===== src/rtl/ctb_pkg.sv =====
// Shared types and constants for the clipped transparent blit.
package ctb_pkg;

    localparam int MAX_DIM    = 4096;
    localparam int CNT_W      = $clog2(MAX_DIM);
    localparam int DIM_W      = 13;
    localparam int ORG_W      = 12;
    localparam int POS_W      = ((ORG_W > CNT_W) ? ORG_W : CNT_W) + 1;
    localparam int CMP_W      = ((POS_W > DIM_W) ? POS_W : DIM_W) + 1;
    localparam int PROD_W     = POS_W + DIM_W;
    localparam int IDX_W      = 24;
    localparam int CH_W       = 8;
    localparam int CFG_IDX_W  = 3;
    localparam int CFG_DATA_W = 13;

    typedef enum logic [CFG_IDX_W-1:0] {
        CFG_DEST_WIDTH    = 3'd0,
        CFG_DEST_HEIGHT   = 3'd1,
        CFG_SOURCE_WIDTH  = 3'd2,
        CFG_SOURCE_HEIGHT = 3'd3,
        CFG_ORIGIN_X      = 3'd4,
        CFG_ORIGIN_Y      = 3'd5
    } t_cfg_idx;

    typedef struct packed {
        logic [DIM_W-1:0] dest_width;
        logic [DIM_W-1:0] dest_height;
        logic [DIM_W-1:0] source_width;
        logic [DIM_W-1:0] source_height;
        logic [ORG_W-1:0] origin_x;
        logic [ORG_W-1:0] origin_y;
    } t_cfg;

    typedef struct packed {
        logic [POS_W-1:0] tx;
        logic [POS_W-1:0] ty;
        logic             img_end;
    } t_pos;

    typedef struct packed {
        logic [CH_W-1:0] red;
        logic [CH_W-1:0] green;
        logic [CH_W-1:0] blue;
        logic [CH_W-1:0] alpha;
    } t_pixel;

endpackage


===== src/rtl/ctb_pix_if.sv =====
// Source pixel channel: valid/ready with one RGBA8 pixel.
interface ctb_pix_if;
    logic                     valid;
    logic                     ready;
    logic [ctb_pkg::CH_W-1:0] red;
    logic [ctb_pkg::CH_W-1:0] green;
    logic [ctb_pkg::CH_W-1:0] blue;
    logic [ctb_pkg::CH_W-1:0] alpha;

    modport source (output valid, red, green, blue, alpha, input ready);
    modport sink   (input valid, red, green, blue, alpha, output ready);
endinterface


===== src/rtl/ctb_res_if.sv =====
// Result channel: valid/ready with destination index, pixel and flags.
interface ctb_res_if;
    logic                      valid;
    logic                      ready;
    logic                      write_enable;
    logic [ctb_pkg::IDX_W-1:0] dest_index;
    logic [ctb_pkg::CH_W-1:0]  out_red;
    logic [ctb_pkg::CH_W-1:0]  out_green;
    logic [ctb_pkg::CH_W-1:0]  out_blue;
    logic [ctb_pkg::CH_W-1:0]  out_alpha;
    logic                      image_done;

    modport source (output valid, write_enable, dest_index, out_red, out_green,
                     out_blue, out_alpha, image_done, input ready);
    modport sink   (input valid, write_enable, dest_index, out_red, out_green,
                     out_blue, out_alpha, image_done, output ready);
endinterface


===== src/rtl/clipped_transparent_blit.sv =====
// Top level: clipped, alpha-skipping blit of a row-major RGBA8 stream.
// Each accepted pixel passes the input register, then the result register that drives o_res.
// Throughput: one pixel per cycle while no result is held; one result per pixel, held while o_res.ready is low.
// Path per pixel: one 13x13 multiply and add between the pixel and result registers.
// Reset (synchronous, i_rst_n low): counters cleared, pipeline emptied, registers
// set to dest 4096x4096, source 1x1, origin 0,0.
module clipped_transparent_blit (
    input  logic                            i_clk,
    input  logic                            i_rst_n,
    input  logic                            i_cfg_we,
    input  logic [ctb_pkg::CFG_IDX_W-1:0]   i_cfg_idx,
    input  logic [ctb_pkg::CFG_DATA_W-1:0]  i_cfg_data,
    ctb_pix_if.sink                         i_pix,
    ctb_res_if.source                       o_res
);

    ctb_pkg::t_cfg r_cfg, n_cfg;
    ctb_pkg::t_pos pos;
    logic          acc;

    assign acc = i_pix.valid && i_pix.ready;

    always_comb begin
        n_cfg = r_cfg;
        if (i_cfg_we) begin
            unique case (ctb_pkg::t_cfg_idx'(i_cfg_idx))
                ctb_pkg::CFG_DEST_WIDTH:    n_cfg.dest_width    = i_cfg_data;
                ctb_pkg::CFG_DEST_HEIGHT:   n_cfg.dest_height   = i_cfg_data;
                ctb_pkg::CFG_SOURCE_WIDTH:  n_cfg.source_width  = i_cfg_data;
                ctb_pkg::CFG_SOURCE_HEIGHT: n_cfg.source_height = i_cfg_data;
                ctb_pkg::CFG_ORIGIN_X:
                    n_cfg.origin_x = i_cfg_data[ctb_pkg::ORG_W-1:0];
                ctb_pkg::CFG_ORIGIN_Y:
                    n_cfg.origin_y = i_cfg_data[ctb_pkg::ORG_W-1:0];
                default: n_cfg = r_cfg;
            endcase
        end
    end

    always_ff @(posedge i_clk) begin
        if (!i_rst_n) begin
            r_cfg.dest_width    <= ctb_pkg::DIM_W'(ctb_pkg::MAX_DIM);
            r_cfg.dest_height   <= ctb_pkg::DIM_W'(ctb_pkg::MAX_DIM);
            r_cfg.source_width  <= ctb_pkg::DIM_W'(1);
            r_cfg.source_height <= ctb_pkg::DIM_W'(1);
            r_cfg.origin_x      <= '0;
            r_cfg.origin_y      <= '0;
        end else begin
            r_cfg <= n_cfg;
        end
    end

    ctb_pos u_pos (
        .i_clk   (i_clk),
        .i_rst_n (i_rst_n),
        .i_cfg   (r_cfg),
        .i_acc   (acc),
        .o_pos   (pos)
    );

    ctb_dp u_dp (
        .i_clk   (i_clk),
        .i_rst_n (i_rst_n),
        .i_cfg   (r_cfg),
        .i_pos   (pos),
        .i_pix   (i_pix),
        .o_res   (o_res)
    );

endmodule


===== src/rtl/ctb_pos.sv =====
// Source column/row counters and destination position of the next pixel.
module ctb_pos (
    input  logic            i_clk,
    input  logic            i_rst_n,
    input  ctb_pkg::t_cfg   i_cfg,
    input  logic            i_acc,
    output ctb_pkg::t_pos   o_pos
);

    logic [ctb_pkg::CNT_W-1:0] r_col, n_col;
    logic [ctb_pkg::CNT_W-1:0] r_row, n_row;
    logic                      row_end;
    logic                      img_end;

    always_comb begin
        row_end = ((ctb_pkg::DIM_W + 1)'(r_col) + 1'b1 >=
                   (ctb_pkg::DIM_W + 1)'(i_cfg.source_width)) ||
                  (r_col == ctb_pkg::CNT_W'(ctb_pkg::MAX_DIM - 1));
        img_end = row_end &&
                  (((ctb_pkg::DIM_W + 1)'(r_row) + 1'b1 >=
                    (ctb_pkg::DIM_W + 1)'(i_cfg.source_height)) ||
                   (r_row == ctb_pkg::CNT_W'(ctb_pkg::MAX_DIM - 1)));

        o_pos.tx      = ctb_pkg::POS_W'(i_cfg.origin_x) + ctb_pkg::POS_W'(r_col);
        o_pos.ty      = ctb_pkg::POS_W'(i_cfg.origin_y) + ctb_pkg::POS_W'(r_row);
        o_pos.img_end = img_end;

        n_col = r_col;
        n_row = r_row;
        if (i_acc) begin
            priority if (img_end) begin
                n_col = '0;
                n_row = '0;
            end else if (row_end) begin
                n_col = '0;
                n_row = r_row + 1'b1;
            end else begin
                n_col = r_col + 1'b1;
            end
        end
    end

    always_ff @(posedge i_clk) begin
        if (!i_rst_n) begin
            r_col <= '0;
            r_row <= '0;
        end else begin
            r_col <= n_col;
            r_row <= n_row;
        end
    end

    a_img_end_wraps: assert property (@(posedge i_clk) disable iff (!i_rst_n)
        (i_acc && img_end) |=> (r_col == '0 && r_row == '0))
        else $error("counters not cleared after last pixel");

    a_row_advance: assert property (@(posedge i_clk) disable iff (!i_rst_n)
        (i_acc && row_end && !img_end) |=> (r_col == '0 && r_row == $past(r_row) + 1'b1))
        else $error("row did not advance at end of row");

    a_hold_idle: assert property (@(posedge i_clk) disable iff (!i_rst_n)
        !i_acc |=> (r_col == $past(r_col) && r_row == $past(r_row)))
        else $error("counters moved without a transfer");

endmodule


===== src/rtl/ctb_dp.sv =====
// Pixel input register, clip/index logic and result register.
module ctb_dp (
    input  logic          i_clk,
    input  logic          i_rst_n,
    input  ctb_pkg::t_cfg i_cfg,
    input  ctb_pkg::t_pos i_pos,
    ctb_pix_if.sink       i_pix,
    ctb_res_if.source     o_res
);

    logic                        r_s1_valid, n_s1_valid;
    ctb_pkg::t_pixel             r_s1_pix;
    ctb_pkg::t_pos               r_s1_pos;
    logic                        r_out_valid, n_out_valid;
    logic                        r_we;
    logic [ctb_pkg::IDX_W-1:0]   r_idx;
    ctb_pkg::t_pixel             r_pix;
    logic                        r_done;

    logic                        s1_ready;
    logic                        out_ready;
    logic                        in_bounds;
    logic                        we;
    logic [ctb_pkg::PROD_W-1:0]  prod;
    logic [ctb_pkg::PROD_W:0]    idx_full;

    assign out_ready   = !r_out_valid || o_res.ready;
    assign s1_ready    = !r_s1_valid || out_ready;
    assign i_pix.ready = s1_ready;

    always_comb begin
        n_s1_valid  = s1_ready ? i_pix.valid : r_s1_valid;
        n_out_valid = out_ready ? r_s1_valid : r_out_valid;

        in_bounds = (ctb_pkg::CMP_W'(r_s1_pos.tx) < ctb_pkg::CMP_W'(i_cfg.dest_width)) &&
                    (ctb_pkg::CMP_W'(r_s1_pos.ty) < ctb_pkg::CMP_W'(i_cfg.dest_height));
        we        = in_bounds && (r_s1_pix.alpha != '0);

        prod     = ctb_pkg::PROD_W'(r_s1_pos.ty) * ctb_pkg::PROD_W'(i_cfg.dest_width);
        idx_full = (ctb_pkg::PROD_W + 1)'(prod) + (ctb_pkg::PROD_W + 1)'(r_s1_pos.tx);
    end

    always_ff @(posedge i_clk) begin
        if (!i_rst_n) begin
            r_s1_valid  <= 1'b0;
            r_out_valid <= 1'b0;
        end else begin
            r_s1_valid  <= n_s1_valid;
            r_out_valid <= n_out_valid;
        end
    end

    always_ff @(posedge i_clk) begin
        if (s1_ready) begin
            r_s1_pix <= '{red: i_pix.red, green: i_pix.green,
                          blue: i_pix.blue, alpha: i_pix.alpha};
            r_s1_pos <= i_pos;
        end
        if (out_ready) begin
            r_we   <= we;
            r_idx  <= we ? idx_full[ctb_pkg::IDX_W-1:0] : '0;
            r_pix  <= we ? r_s1_pix : '0;
            r_done <= r_s1_pos.img_end;
        end
    end

    assign o_res.valid        = r_out_valid;
    assign o_res.write_enable = r_we;
    assign o_res.dest_index   = r_idx;
    assign o_res.out_red      = r_pix.red;
    assign o_res.out_green    = r_pix.green;
    assign o_res.out_blue     = r_pix.blue;
    assign o_res.out_alpha    = r_pix.alpha;
    assign o_res.image_done   = r_done;

    a_skip_zero: assert property (@(posedge i_clk) disable iff (!i_rst_n)
        (r_out_valid && !r_we) |-> (r_idx == '0 && r_pix == '0))
        else $error("skipped result carries nonzero payload");

    a_we_alpha: assert property (@(posedge i_clk) disable iff (!i_rst_n)
        (r_out_valid && r_we) |-> (r_pix.alpha != '0))
        else $error("write enabled for transparent pixel");

    a_stage_moves: assert property (@(posedge i_clk) disable iff (!i_rst_n)
        (r_s1_valid && out_ready) |=> r_out_valid)
        else $error("staged pixel lost");

endmodule


===== src/flat_wrapper.sv =====
// flat-port wrapper written by rule: the top's interface ports become plain ports
module clipped_transparent_blit_flat 
  (i_clk, i_rst_n, i_cfg_we, i_cfg_idx, i_cfg_data, i_pix_valid, i_pix_red, i_pix_green, i_pix_blue, i_pix_alpha, i_pix_ready, o_res_valid, o_res_write_enable, o_res_dest_index, o_res_out_red, o_res_out_green, o_res_out_blue, o_res_out_alpha, o_res_image_done, o_res_ready);
  ctb_pix_if i_pix_i ();
  ctb_res_if o_res_i ();
  input  logic i_clk;
  input  logic i_rst_n;
  input  logic i_cfg_we;
  input  logic [ctb_pkg::CFG_IDX_W-1:0] i_cfg_idx;
  input  logic [ctb_pkg::CFG_DATA_W-1:0] i_cfg_data;
  input wire logic [$bits(i_pix_i.valid)-1:0] i_pix_valid;
  input wire logic [$bits(i_pix_i.red)-1:0] i_pix_red;
  input wire logic [$bits(i_pix_i.green)-1:0] i_pix_green;
  input wire logic [$bits(i_pix_i.blue)-1:0] i_pix_blue;
  input wire logic [$bits(i_pix_i.alpha)-1:0] i_pix_alpha;
  output wire logic [$bits(i_pix_i.ready)-1:0] i_pix_ready;
  output wire logic [$bits(o_res_i.valid)-1:0] o_res_valid;
  output wire logic [$bits(o_res_i.write_enable)-1:0] o_res_write_enable;
  output wire logic [$bits(o_res_i.dest_index)-1:0] o_res_dest_index;
  output wire logic [$bits(o_res_i.out_red)-1:0] o_res_out_red;
  output wire logic [$bits(o_res_i.out_green)-1:0] o_res_out_green;
  output wire logic [$bits(o_res_i.out_blue)-1:0] o_res_out_blue;
  output wire logic [$bits(o_res_i.out_alpha)-1:0] o_res_out_alpha;
  output wire logic [$bits(o_res_i.image_done)-1:0] o_res_image_done;
  input wire logic [$bits(o_res_i.ready)-1:0] o_res_ready;
  assign i_pix_i.valid = i_pix_valid;
  assign i_pix_i.red = i_pix_red;
  assign i_pix_i.green = i_pix_green;
  assign i_pix_i.blue = i_pix_blue;
  assign i_pix_i.alpha = i_pix_alpha;
  assign i_pix_ready = i_pix_i.ready;
  assign o_res_valid = o_res_i.valid;
  assign o_res_write_enable = o_res_i.write_enable;
  assign o_res_dest_index = o_res_i.dest_index;
  assign o_res_out_red = o_res_i.out_red;
  assign o_res_out_green = o_res_i.out_green;
  assign o_res_out_blue = o_res_i.out_blue;
  assign o_res_out_alpha = o_res_i.out_alpha;
  assign o_res_image_done = o_res_i.image_done;
  assign o_res_i.ready = o_res_ready;
  clipped_transparent_blit u_core (.i_clk(i_clk), .i_rst_n(i_rst_n), .i_cfg_we(i_cfg_we), .i_cfg_idx(i_cfg_idx), .i_cfg_data(i_cfg_data), .i_pix(i_pix_i), .o_res(o_res_i));
endmodule

===== config.mk =====
export PLATFORM = sky130hd
export DESIGN_NAME = clipped_transparent_blit_flat
export DESIGN_NICKNAME = d
export VERILOG_FILES = /design/src/rtl/ctb_pkg.sv /design/src/rtl/ctb_pix_if.sv /design/src/rtl/ctb_res_if.sv /design/src/rtl/clipped_transparent_blit.sv /design/src/rtl/ctb_pos.sv /design/src/rtl/ctb_dp.sv /design/src/flat_wrapper.sv
export SDC_FILE = /design/constraint.sdc
export NUM_CORES = 1
export LEC_CHECK = 0
export BUFFER_PORTS_ARGS = -buffer_cell sky130_fd_sc_hd__buf_2
export CORE_ASPECT_RATIO = 1.4
export CORE_MARGIN = 8
export CORE_UTILIZATION = 40
export CTS_CLUSTER_SIZE = 20
export DETAILED_ROUTE_END_ITERATION = 10
export GPL_TIMING_DRIVEN = 0
export PLACE_DENSITY = 0.67
export SYNTH_ARGS = -nofsm -noshare
export SYNTH_HDL_FRONTEND = slang
export SYNTH_SLANG_ARGS = --single-unit

===== constraint.sdc =====
create_clock -name i_clk -period 6 [get_ports i_clk]
set_input_delay 1.2 -clock i_clk [delete_from_list [all_inputs] [get_ports i_clk]]
set_output_delay 1.2 -clock i_clk [all_outputs]
set_load 0.01 [all_outputs]

Yosys cells after proc, flatten, opt, wreduce, memory -nomap -nowiden
Index checks and enable logic that the tools add are counted.

cells by class
  reduce and logical (&&, ||, !) cells = 20
  equality and inequality tests = 7
  $lt $le $gt $ge = 4
  mux-type cells = 4
  $mul = 1
  add/subtract/negate cells = 7

operator list
  kind                     number
  $mux W12                 4
  $add A12 B1 Y13 const B  2
  $add A12 B12 Y13         2
  $lt A13 B13 Y1           2
  $add A12 B1 Y12 const B  2
  $add A24 B13 Y24         1
  $eq A12 B12 Y1 const B   2
  $mul A13 B13 Y24         1
  $ge A14 B13 Y1           1
  $reduce_and A2 Y1        7
  $ge A13 B13 Y1           1
  $reduce_bool A8 Y1       1
  $eq A3 B2 Y1 const B     2
  $eq A3 B3 Y1 const B     2
  $logic_and A1 B1 Y1      4
  $logic_or A1 B1 Y1       4
  $eq A3 B1 Y1 const B     1
  $logic_not A3 Y1         1
  $logic_not A1 Y1         2
  $reduce_bool A2 Y1       1

storage, ports and cells
  bits of input ports = 53
  word-level logic and storage cells = 67
  output and inout bits = 60
  flip-flop bits (word level) = 219

Logic depth before layout (Yosys ltp)
  depth after elaboration = 6
  mapped depth = 22
  depth with buffers taken out = 21

By module
A second synthesis with hierarchy kept.

unflattened totals
  cells, all modules = 1643
  area, all modules = 16711.0 µm²

modules (own cells, without submodules)
  module                    sequential area each (µm²)  cells an instance  times used  area each (µm²)
  ctb_dp                    3553.4                      968                1           10603.9
  ctb_pos                   480.5                       406                1           3294.4
  clipped_transparent_blit  1521.5                      269                1           2812.7

Least setup slack after synthesis
OpenSTA, ideal clock, no wires.

  kind = reg2reg
  from = register u_core.u_dp.r_s1_pos[9] in the netlist's numbering
  to = register u_core.u_dp.r_idx (netlist bit u_core.u_dp.o_res.dest_index[15]), data pin
  buffers on the path = 1
  library setup time = 0.255 ns
  clock period less this slack = 5.794 ns
  stages on the path, launching flop included = 21
  path slack = 0.206 ns
  required time = 5.745 ns
  arrival = 5.539 ns
  path through = edfxtp_1 > clkbuf_1 > and2_1 > fa_1 > inv_1 > fa_1 > inv_1 > fa_1 > fa_1 > fa_1 > inv_1 > fa_1 > inv_1 > ha_1 > nand4_1 > o21ai_0 > or2_2 > a311o_1 > a21oi_1 > xnor2_1 > and2_1

between the ends
  word-level cells in the longest chain between the ends = 3
  elaborated cells on any way between the ends = 5
  those cells by class = add/sub: 1; mul: 1; order compare: 1; reduce/logical: 2

RTL lines
  what                                                                      line          text
  from (decl)                                                               ctb_dp.sv:13  ctb_pkg::t_pos r_s1_pos;
  from (signal assigned)                                                    ctb_dp.sv:57  r_s1_pos <= i_pos;
  parallel branches: the longest is 3 deep, another holds $mul A13 B13 Y24  --
  to (signal assigned)                                                      ctb_dp.sv:61  r_idx <= we ? idx_full[ctb_pkg::IDX_W-1:0] : '0;
  to (decl)                                                                 ctb_dp.sv:16  logic [ctb_pkg::IDX_W-1:0] r_idx;

Parallel ways; which one is timed is not known.
A chain may end at the register's enable or synchronous reset.

Final worst setup path
  from = register u_core.u_dp.r_s1_pos[9] in the netlist's numbering
  to = register u_core.u_dp.r_idx (netlist bit u_core.u_dp.o_res.dest_index[20]), data pin

Same word-level chain as after synthesis.

==> out/summary.log <==
qor: logic_synthesis.synth_top_area_share 21.5%
qor: power_and_ir_drop.combinationalPowerShare 12.9%
qor: die.core_region 40300 um2
qor: logic_synthesis.synthesis.instances 1683
qor: power_and_ir_drop.vdd_drop_max 0.000224 V
qor: logic_synthesis.synth_ff_type edfxtp_1
qor: worst_setup_path.crit_path_start_kind flip-flop
qor: finish.final_cell_count_no_fill 2400
qor: cts.cts_num_sinks 219
qor: worst_setup_path.critPathKind reg -> reg
qor: die.row_count 87
qor: worst_setup_path.required 6.27 ns
qor: logic_synthesis.synth.area.top_cells edfxtp_1 22%, fa_1 16%, dfxtp_1 13%
qor: die.chipWidth 187 um
qor: global_route.number_of_antenna_violations_at_the_first_check_in_global_routing 0
qor: sta.timing_worst_slew_pin_value 0.836 ns
qor: logic_synthesis.synth-async-reset-ratio 0%
qor: detailed_routing.first_pass_iters 5
qor: logic_synthesis.ys_ff_latch 219
qor: detailed_routing.num_vias 12200
qor: die.die_y 255 um
qor: logic_synthesis.synth_top_cell_by_area edfxtp_1
qor: hold_path.min_path_type reg -> reg
qor: global_route.grt.total_usage 17.0%
qor: power_and_ir_drop.p_sw_share 25.6%
qor: cts.cts_tree done
qor: logic_synthesis.seq_area_frac_synth 34.0%
qor: sta.finClkSkew 0.0225 ns
qor: power_and_ir_drop.power.clock.fraction 40.0%
qor: finish.synthToLayoutAreaGrowth 15.8%
qor: logic_synthesis.mappedNetlistNets 2022
qor: power_and_ir_drop.sequentialPowerShare 47.1%
qor: logic_synthesis.ys_warn_count 0
qor: detailed_routing.drt.antenna.violating_nets 0
qor: sta.hold_viol 0
qor: power_and_ir_drop.power.net_switching 0.926 mW
qor: logic_synthesis.count_of_flip_flops_with_a_built_in_enable_after_synthesis 117
qor: place.numPlacedInstances 2330
qor: logic_synthesis.synthesis.area 16300 um2
qor: worst_setup_path.kind_of_end_point_of_the_critical_path flip-flop
qor: logic_synthesis.average_cell_area_after_synthesis 9.71 um2
qor: finish.fillCellCount 3859
qor: sta.final.setup.tns 0 ns
qor: place.gpl.final_weighted_congestion 0.899
qor: power_and_ir_drop.cellLeakagePower 8.54 nW
qor: detailed_routing.drt_iter0_drc 545
qor: detailed_routing.avgRoutedWirePerCell 16.9 um
qor: cts.cts_htree_levels 1
qor: finish.finalInstanceArea 18900 um2
qor: die.die-area 47700 um2
qor: cts.cts.hold.buffers_added 0
qor: sta.period_needed 5.90 ns
qor: job.maxCapViolations 0
qor: power_and_ir_drop.p_total 3.61 mW
qor: worst_setup_path.critical_path_data_arrival_time 6.18 ns
qor: die.top_level_ports 113
qor: global_route.globalRoute.totalOverflow 0
qor: sta.period_share 98.4%
qor: sta.achievable-frequency 169 MHz
qor: logic_synthesis.yosysMostFrequentCell nand2_1
qor: sta.rsz_0062_raised_after_global_routing true
qor: place.placed_area 17600 um2
qor: worst_setup_path.path_max_fanout 4
qor: detailed_routing.routed_via_density 5.08
qor: worst_setup_path.timing.critical_path.buf_inv 6
qor: finish.drive_gt1_share 14.5%
qor: power_and_ir_drop.cell_internal_power_dissipation 2.68 mW
qor: sta.max_slew_margin 44.2%
qor: worst_setup_path.max_stage_delay 0.51 ns
qor: sta.setup-violations-final 0
qor: worst_setup_path.path_cells buf_8 > buf_6 > and2_4 > fa_1 > inv_1 > fa_1 > inv_1 > fa_1 > fa_1 > fa_1 > inv_1 > fa_1 > inv_2 > ha_4 > nand4_1 > nor2_4 > o211ai_1 > a21oi_2 > a31oi_1 > xnor2_1 > and2_1
qor: global_route.grt_max_degree 63
qor: worst_setup_path.timing.critical_path.slowest_stage_cell fa_1
qor: detailed_routing.number_of_remaining_drc_errors 0
qor: cts.clock_latency 0.53 ns
qor: worst_setup_path.worst_path_dominant_cell_family adder cells
qor: finish.design.final.nets 2187
qor: power_and_ir_drop.cellPowerDensity 191 nW/um2
qor: sta.finalHoldWorstSlack 0.423 ns
qor: place.place.port_buffers 112
qor: global_route.vias_in_the_first_global_route 13100
qor: global_route.grt_first_pass_wirelength 66.3 mm
qor: sta.count_of_pins_over_their_slew_limit 0
qor: logic_synthesis.synth.lib_cells_used.distinct 60
qor: cts.clock_tree.root_cell clkbuf_16
qor: finish.sequential_cell_area 5560 um2
qor: cts.clockBufferDepth 3
qor: place.dp_hpwl 31.6 mm
qor: detailed_routing.drt-total-wl 40.6 mm
qor: worst_setup_path.critPathMostFrequentCell fa_1
qor: die.floorplan.initialDensity 40.6%
qor: cts.worst_setup_hold_path_clk_slew 0.06 ns
qor: logic_synthesis.ys_top_cells_by_count 282 x nand2_1, 216 x inv_1, 155 x ha_1
qor: finish.multiInputGateArea 9890 um2
qor: finish.diodes 0
qor: status.outcome finished clean
qor: cts.cts_inserted_buffers 24
[power by group through the flow]
| stage | clock network, mW | logic [mW] | registers [mW] |
|---|---|---|---|
| finish | 1.44 | 0.466 | 1.70 |
| global placement | 0 | 0.431 | 1.73 |
| CTS | 1.49 | 0.459 | 1.70 |
| detailed placement | 0 | 0.439 | 1.74 |
| floorplan | 0 | 0.245 | 1.75 |
| global route | 1.54 | 0.510 | 1.71 |
[state kept, by name, summed over array words and instances, names as in the netlist, 8 cells and up]
| name | flops |
|---|---|
| u_core.u_dp.o_res.out_red | 8 |
| u_core.u_dp.o_res.out_green | 8 |
| u_core.u_pos.r_col | 12 |
| u_core.r_cfg | 76 |
| u_core.u_dp.r_s1_pos | 27 |
| u_core.u_dp.o_res.out_blue | 8 |
| u_core.u_dp.o_res.dest_index | 24 |
| u_core.u_dp.o_res.out_alpha | 8 |
| u_core.u_pos.r_row | 12 |
| u_core.u_dp.r_s1_pix | 32 |
[cells in the final DEF, fill, tap and decap left out, types with 24 or more instances in the layout]
cell and instances:
ha_1 149, nand3_1 25, nor2_1 41, clkbuf_1 32, inv_1 210, clkbuf_16 24, buf_4 37, buf_2 118
and2_1 125, dfxtp_1 96, edfxtp_1 117, xnor2_1 47, fa_1 129, a21boi_0 76, a21oi_1 36, o21ai_0 27
nand2_1 279
[area by class of cell]
| class | count | area share (%) |
|---|---|---|
| buffer | 63 | 2.05 |
| clock buffer | 26 | 3.27 |
| clock inverter | 18 | 0.847 |
| inverter | 216 | 4.29 |
| multi-input combinational | 1182 | 52.3 |
| sequential | 219 | 29.4 |
| tap | 534 | 3.53 |
| timing repair buffer | 142 | 4.32 |
[cell families after synthesis]
logic type,synth area share [%]
adders and majority gates,27.9
and+or+nand+nor,17.5
buffers and inverters,6.62
DFF,34.0
xor gates and xnor gates,3.38
AOI/OAI and AO/OA,10.6
[per-stage QoR]
step                      worst slack [ns]  utilization [%]
after global placement              -0.498             43.6
after CTS                          0.00554             46.3
after floorplan                      0.206                -
after detailed placement            -0.513             43.7
final                               0.0956             47.0
after global routing               -0.0931             47.0
[worst register-to-register path: stages (launching register included)]
cell and delay (ns):
edfxtp_1 0.47, buf_8 0.17, buf_6 0.11, and2_4 0.15
fa_1 0.50, inv_1 0.05, fa_1 0.50, inv_1 0.06
fa_1 0.45, fa_1 0.49, fa_1 0.51, inv_1 0.04
fa_1 0.49, inv_2 0.05, ha_4 0.27, nand4_1 0.21
nor2_4 0.22, o211ai_1 0.20, a21oi_2 0.31, a31oi_1 0.14
xnor2_1 0.14, and2_1 0.13
[layer usage]
metal  GRT usage [%]  vias up  share of wire [%]
met1            18.8     5894                 40
met3            2.69       98                4.8
li1                -     5891                  -
met4            7.37        0                4.3
met2            31.8      310                 51
met5               0        -                  0
[path summary, 6_finish.rpt]
path | start | to | slack, ns | cells past startpoint
max | u_core.u_dp.r_s1_pos[9] | u_core.u_dp.o_res.dest_index[20] | 0.1 | 21
max reg2reg | u_core.u_dp.r_s1_pos[9] | u_core.u_dp.o_res.dest_index[20] | 0.1 | 21
min reg2reg | u_core.u_dp.r_s1_pos[0] | u_core.u_dp.o_res.image_done | 0.42 | 0
min | u_core.u_dp.r_s1_pos[0] | u_core.u_dp.o_res.image_done | 0.42 | 0
[timing repair]
action | 4_1_cts | 5_1_grt
buffers inserted | 17 | 12
gates resized for setup | 60 | 59
pin swaps | 3 | 46
setup endpoints to repair | 11 | 10
Note: power is estimated with default switching activity, not from simulation.
